### src/rtl/core/cfof_pkg.sv
// Package for the case-folded one-at-a-time / FNV-1a string hash.
// Constants and the per-byte update and finalization functions.
// No dependencies.
`default_nettype none

package cfof_pkg;

  localparam logic [31:0] FNV_OFFSET_BASIS = 32'h811c_9dc5;
  localparam logic [31:0] FNV_PRIME_32     = 32'h0100_0193;
  localparam logic [31:0] OAT_INIT         = 32'h0000_0000;
  localparam logic [7:0]  ASCII_UPPER_A    = 8'h41;
  localparam logic [7:0]  ASCII_UPPER_Z    = 8'h5a;
  localparam logic [7:0]  ASCII_CASE_BIT   = 8'h20;
  localparam int unsigned HASH_W           = 32;
  localparam int unsigned CHAR_W           = 8;

  // Only ASCII A-Z fold; everything else, including bytes above 0x7f, passes.
  function automatic logic [CHAR_W-1:0] fold_lower(input logic [CHAR_W-1:0] c);
    logic [CHAR_W-1:0] r;
    r = c;
    if (c >= ASCII_UPPER_A && c <= ASCII_UPPER_Z) begin
      r = c + ASCII_CASE_BIT;
    end
    return r;
  endfunction

  function automatic logic [HASH_W-1:0] oat_absorb(input logic [HASH_W-1:0] h_in,
                                                   input logic [CHAR_W-1:0] b);
    logic [HASH_W-1:0] h;
    h = h_in + {{(HASH_W-CHAR_W){1'b0}}, b};
    h = h + (h << 10);
    h = h ^ (h >> 6);
    return h;
  endfunction

  // Multiply by 0x01000193 as a shift-add: bits 24, 8, 7, 4, 1, 0.
  function automatic logic [HASH_W-1:0] fnv_absorb(input logic [HASH_W-1:0] f_in,
                                                   input logic [CHAR_W-1:0] b);
    logic [HASH_W-1:0] x;
    x = f_in ^ {{(HASH_W-CHAR_W){1'b0}}, b};
    return x + (x << 1) + (x << 4) + (x << 7) + (x << 8) + (x << 24);
  endfunction

  function automatic logic [HASH_W-1:0] hash_finish(input logic [HASH_W-1:0] oat,
                                                    input logic [HASH_W-1:0] fnv);
    logic [HASH_W-1:0] h;
    h = oat + (oat << 3);
    h = h ^ (h >> 11);
    h = h + (h << 15);
    return h ^ {fnv[HASH_W-14:0], fnv[HASH_W-1:HASH_W-13]};
  endfunction

endpackage

`default_nettype wire

### src/rtl/core/case_folded_oat_fnv_hash.sv
// Top level of the case-folded one-at-a-time / FNV-1a string hash.
// Depends on cfof_pkg (constants, absorb and finish functions).
// A closing word passes from the input register through the finalize stage to the result register, then out_*.
// Throughput: one word per cycle unless a closing word waits for room downstream; feedback is one absorb step.
// Reset (rst_n low, sync): pipeline empty, oat accum 0, fnv accum = offset basis.
`default_nettype none

module case_folded_oat_fnv_hash (
  input  wire logic                            clk,
  input  wire logic                            rst_n,
  input  wire logic                            in_valid,
  output logic                                 in_stall,
  input  wire logic [cfof_pkg::CHAR_W-1:0]     in_char_code,
  input  wire logic                            in_has_char,
  input  wire logic                            in_last_char,
  output logic                                 out_valid,
  input  wire logic                            out_stall,
  output logic [cfof_pkg::HASH_W-1:0]          out_hash_value
);
  import cfof_pkg::*;

  // Stage 1: input register holding one word.
  logic                 in_v_r;
  logic [CHAR_W-1:0]    char_r;
  logic                 has_r;
  logic                 last_r;

  // Running accumulators (feedback loop: one absorb per cycle).
  logic [HASH_W-1:0]    oat_r, oat_nxt;
  logic [HASH_W-1:0]    fnv_r, fnv_nxt;

  // Stage 2: absorbed accumulators of a finished string, waiting for finalize.
  logic                 fin_v_r;
  logic [HASH_W-1:0]    fin_oat_r;
  logic [HASH_W-1:0]    fin_fnv_r;

  // Stage 3: result register.
  logic                 out_v_r;
  logic [HASH_W-1:0]    hash_r;

  logic                 fire_in;
  logic                 ends;      // word closes the string (empty marker or last)
  logic                 out_free;  // result register can take a word this cycle
  logic                 fin_free;
  logic                 proc;      // stage 1 word is consumed this cycle
  logic [CHAR_W-1:0]    byte_fold;
  logic [HASH_W-1:0]    oat_mid;
  logic [HASH_W-1:0]    fnv_mid;

  assign out_free = !out_v_r || !out_stall;
  assign fin_free = !fin_v_r || out_free;
  assign ends     = !has_r || last_r;
  // A mid-string character never waits; only closing words need room downstream.
  assign proc     = in_v_r && (!ends || fin_free);
  assign in_stall = in_v_r && !proc;
  assign fire_in  = in_valid && !in_stall;

  assign byte_fold = fold_lower(char_r);
  assign oat_mid   = has_r ? oat_absorb(oat_r, byte_fold) : oat_r;
  assign fnv_mid   = has_r ? fnv_absorb(fnv_r, byte_fold) : fnv_r;

  always_comb begin
    oat_nxt = oat_r;
    fnv_nxt = fnv_r;
    if (proc) begin
      if (ends) begin
        oat_nxt = OAT_INIT;
        fnv_nxt = FNV_OFFSET_BASIS;
      end else begin
        oat_nxt = oat_mid;
        fnv_nxt = fnv_mid;
      end
    end
  end

  // Control state.
  always_ff @(posedge clk) begin
    if (!rst_n) begin
      in_v_r  <= 1'b0;
      fin_v_r <= 1'b0;
      out_v_r <= 1'b0;
      oat_r   <= OAT_INIT;
      fnv_r   <= FNV_OFFSET_BASIS;
    end else begin
      oat_r <= oat_nxt;
      fnv_r <= fnv_nxt;

      if (fire_in) begin
        in_v_r <= 1'b1;
      end else if (proc) begin
        in_v_r <= 1'b0;
      end

      if (proc && ends) begin
        fin_v_r <= 1'b1;
      end else if (out_free) begin
        fin_v_r <= 1'b0;
      end

      if (fin_v_r && out_free) begin
        out_v_r <= 1'b1;
      end else if (!out_stall) begin
        out_v_r <= 1'b0;
      end
    end
  end

  // Payload registers.
  always_ff @(posedge clk) begin
    if (fire_in) begin
      char_r <= in_char_code;
      has_r  <= in_has_char;
      last_r <= in_last_char;
    end
    if (proc && ends) begin
      fin_oat_r <= oat_mid;
      fin_fnv_r <= fnv_mid;
    end
    if (fin_v_r && out_free) begin
      hash_r <= hash_finish(fin_oat_r, fin_fnv_r);
    end
  end

  assign out_valid      = out_v_r;
  assign out_hash_value = hash_r;

  // Checks
  a_stall_only_when_full: assert property (@(posedge clk) disable iff (!rst_n)
    in_stall |-> in_v_r)
    else $error("input stalled with empty input register");

  a_close_fills_fin: assert property (@(posedge clk) disable iff (!rst_n)
    (proc && ends) |=> fin_v_r)
    else $error("closing word did not reach finalize stage");

  a_close_resets_accum: assert property (@(posedge clk) disable iff (!rst_n)
    (proc && ends) |=> (oat_r == OAT_INIT) && (fnv_r == FNV_OFFSET_BASIS))
    else $error("accumulators not reset after string end");

  a_fin_moves_out: assert property (@(posedge clk) disable iff (!rst_n)
    (fin_v_r && out_free) |=> out_v_r)
    else $error("finalized hash lost");

  a_empty_never_stalls: assert property (@(posedge clk) disable iff (!rst_n)
    (!fin_v_r && !out_v_r) |-> !in_stall)
    else $error("stall with empty downstream");

endmodule

`default_nettype wire
### config.mk
export PLATFORM = sky130hd
export DESIGN_NAME = case_folded_oat_fnv_hash
export DESIGN_NICKNAME = d
export VERILOG_FILES = /design/src/rtl/core/cfof_pkg.sv /design/src/rtl/core/case_folded_oat_fnv_hash.sv
export SDC_FILE = /design/constraint.sdc
export NUM_CORES = 1
export LEC_CHECK = 0
export BUFFER_PORTS_ARGS = -buffer_cell sky130_fd_sc_hd__buf_2
export CAP_MARGIN = 10
export CORE_UTILIZATION = 60
export CTS_CLUSTER_SIZE = 25
export DETAILED_ROUTE_END_ITERATION = 12
export PLACE_DENSITY = 0.83
export SLEW_MARGIN = 20
export SYNTH_ARGS = -nofsm -noshare
export SYNTH_HDL_FRONTEND = slang
export SYNTH_SLANG_ARGS = --single-unit
### constraint.sdc
create_clock -name clk -period 6.35 [get_ports clk]
set_input_delay 0.3175 -clock clk [delete_from_list [all_inputs] [get_ports clk]]
set_output_delay 0.3175 -clock clk [all_outputs]
set_load 0.01 [all_outputs]
==> flow_summary.ini <==
[sta]
fin_ws_ns = 0.218
clock_skew_ns = 0.0104
setup_viol = 0
finalCriticalPeriod_ns = 6.13
fmax_ghz = 0.163
relSlewSlack = 0.311
worst_slew_pin_slew_ns = 1.03
hold_viol = 0
timing.final.max_slew_violations = 0
final.period_utilization = 0.966

[global_route]
grt_first_pass_wirelength_um = 60100
antenna_found_initial = 2
grt_max_degree = 86
first_global_vias = 11208
overflow = 0
grt_usage = 0.307

[clocking]
clk_latency_ns = 0.44
clk_path_buf_depth = 2
cts_root_buf = clkbuf_16
cts.clk_slew.worst_paths_ns = 0.08
cts.sinks = 173
cts_buffers = 17
cts_tree = built
holdBufCountCts = 0
htreeDepth = 4

[synth]
syn_nets = 1704
synth.area.mux_share = 0.0269
synth-xor-area-share = 0.125
synth_fa_ha_area_frac = 0.222
synth_compound_area_frac = 0.171
synth-seq-area-share = 0.303
synth_top_family_by_area = adder cells
ys_warn_count = 0
synthCells = 1476
ys_types = 90
synth_flop_cell = edfxtp_1
synthSimpleGateAreaFrac = 0.115
synthesis.area_mm2 = 0.0149
ys_ff_latch = 173
synth_edf_count = 106
synthArstFlopShare = 0
avgSynthCellArea_um2 = 10.1

[setup_path]
required_ns = 6.68
crit_type = reg2reg
crit_arrival_ns = 6.47
cp_slowest_cell = or4_1
start_kind = flop
crit_family = simple AND/OR/NAND/NOR gates
crit_buf_inv = 1
path_cells = or4_1, o22ai_1, nor4b_2, or2_2, ha_1, or4_1, o21ai_1, a21oi_1, buf_4, nor2b_2, nand2_1, xnor2_1, ha_1, and2_1, a22o_1, o21ai_0, a21oi_1, o21ai_0, nand2b_1, or2_2, o211a_1, a2111o_1, o211a_1, a211o_1
setup.worst_path.end_class = flop
critPathMaxStageDelay_ns = 0.54
worstPathMaxFanout = 5

[status]
status = finished clean

[detailed_routing]
num_vias = 11643
drc = 0
initialDrtViolationCount = 1251
routed_wl_um = 38700
dr.pass1.iters = 6
wl_per_cell_um = 20.7
avgViaCountPerCell = 6.24
antenna_left = 0

[floorplan]
ios = 48
num_rows = 57
fp.dieH_um = 160
start_util = 0.612
core_area_mm2 = 0.0244
dieArea_mm2 = 0.0255
fp.dieW_um = 160

[flow_run]
drv_cap = 0

[placed_design]
place_ws_ns = 0.0833
hpwlAfterDp_um = 30100
port_buffers = 47
routabilityCongestion = 0.957

[finish]
n_antenna_cell = 0
multi_input_comb_area_mm2 = 0.0100
nFillCells = 1842
area_growth_syn_to_layout_pct = 9.83
nets = 1756
postLayoutCoreUtil = 0.672
drive_gt1_frac = 0.118
regArea_mm2 = 0.00452

[min_path]
hold_class = in2reg
worst reg2reg max path, stage by stage (launching register included):
cell      delay (ns)
edfxtp_1        0.45
or4_1           0.54
o22ai_1         0.22
nor4b_2         0.11
or2_2           0.34
ha_1            0.30
or4_1           0.51
o21ai_1         0.18
a21oi_1         0.10
buf_4           0.19
nor2b_2         0.18
nand2_1         0.08
xnor2_1         0.12
ha_1            0.34
and2_1          0.22
a22o_1          0.24
o21ai_0         0.17
a21oi_1         0.10
o21ai_0         0.16
nand2b_1        0.12
or2_2           0.33
o211a_1         0.26
a2111o_1        0.33
o211a_1         0.23
a211o_1         0.21
timing repair:
action	in CTS	in global routing
gates resized for setup	2	28
buffers inserted	0	4
endpoints found under the setup margin	2	47
pin swaps	0	8
cells in the final DEF (no fill, tap or decap), drive strengths merged, types with 45 or more instances in the layout:
| cell type | netlist | final |
|---|---|---|
| a21o | 45 | 45 |
| a21oi | 84 | 84 |
| buf | 6 | 68 |
| dfxtp | 67 | 67 |
| edfxtp | 106 | 106 |
| fa | 84 | 84 |
| ha | 130 | 130 |
| inv | 106 | 113 |
| nand2 | 85 | 85 |
| nor2 | 81 | 81 |
| nor2b | 45 | 45 |
| o21ai | 59 | 59 |
| xnor2 | 121 | 121 |
| xor2 | 80 | 80 |
flip-flops by register name (all words and copies together), names as in the netlist:
name,cells
in_v_r,1
fin_fnv_r,32
fin_oat_r,32
oat_r,32
char_r,8
last_r,1
out_hash_value,32
has_r,1
out_valid,1
fin_v_r,1
fnv_r,32
cells by family after synthesis:
| group | after synthesis |
|---|---|
| AOI/OAI and AO/OA | 361 |
| xor gates and xnor gates | 205 |
| adders and majority gates | 215 |
| buffers and inverters | 141 |
| DFF | 173 |
| muxes | 36 |
| and+or+nand+nor | 345 |
layer usage:
metal / share of wire / wire length, µm / GRT usage / vias up
li1: - / - / - / 5410
met5: 0.00034 / 13 / 0 / -
met2: 0.45 / 17600 / 0.483 / 533
met3: 0.093 / 3600 / 0.0647 / 79
met1: 0.42 / 16400 / 0.424 / 5619
met4: 0.028 / 1080 / 0.101 / 2
final cells by class:
cell class,count,share of cell area
well taps,324,0.0247
repair buffers,68,0.0240
inverters,106,0.0243
flip-flops and latches,173,0.276
multi-input cells,1162,0.612
clock buffers,17,0.0260
clock inverters,15,0.0128
metrics by stage:
step                      TNS, ns  cell area (µm²)  hold slack (ns)  instances
after floorplan                 0            14900            0.416       1476
after global placement          0            15600            0.483       1829
after detailed placement        0            15600            0.494       1829
after CTS                       0            16200           0.0391       1861
after global routing      -0.0904            16400           0.0320       1865
final                           0            16400           0.0484       1865
cell usage after synthesis (all sizes together), types with 4 or more instances:
master	n	share of area
a31oi	14	0.0059
o31ai	6	0.0034
o211a	5	0.0034
or2	5	0.0021
o41ai	5	0.0047
and3	14	0.0059
xor2	80	0.047
o21bai	13	0.0065
a311oi	4	0.0035
edfxtp	106	0.21
o211ai	7	0.0039
a22o	10	0.0060
nand4	8	0.0034
xnor2	121	0.072
ha	130	0.11
mux2i	6	0.0040
a41oi	4	0.0036
nand2b	8	0.0034
a21o	45	0.023
dfxtp	67	0.090
or4	6	0.0030
nor2	81	0.020
a21oi	84	0.028
mux2	30	0.023
buf	6	0.0020
a21boi	7	0.0035
o21ai	59	0.020
nor4	6	0.0029
a22oi	31	0.016
nor2b	45	0.019
o311ai	4	0.0023
clkbuf	29	0.0073
nand2	85	0.021
fa	84	0.11
o21a	13	0.0066
a211oi	14	0.0077
inv	106	0.027
nand3	27	0.0099
nor3	24	0.0080
or3	11	0.0046
and2	17	0.0071
o22ai	6	0.0029
worst paths after layout:
path                         startpoint                     end  slack [ns]  cells past startpoint
setup / recovery    char_r[3]$_DFFE_PP_  oat_r[25]$_SDFFE_PN0P_        0.22                     24
hold / removal          in_char_code[3]     char_r[3]$_DFFE_PP_        0.05                      1
setup reg to reg    char_r[3]$_DFFE_PP_  oat_r[25]$_SDFFE_PN0P_        0.22                     24
hold reg to reg   fnv_r[2]$_SDFFE_PN1P_   fnv_r[2]$_SDFFE_PN1P_        0.53                      2
Power is not shown: default switching activity piles up to over one toggle a cycle in this logic, so the estimate is an artifact.
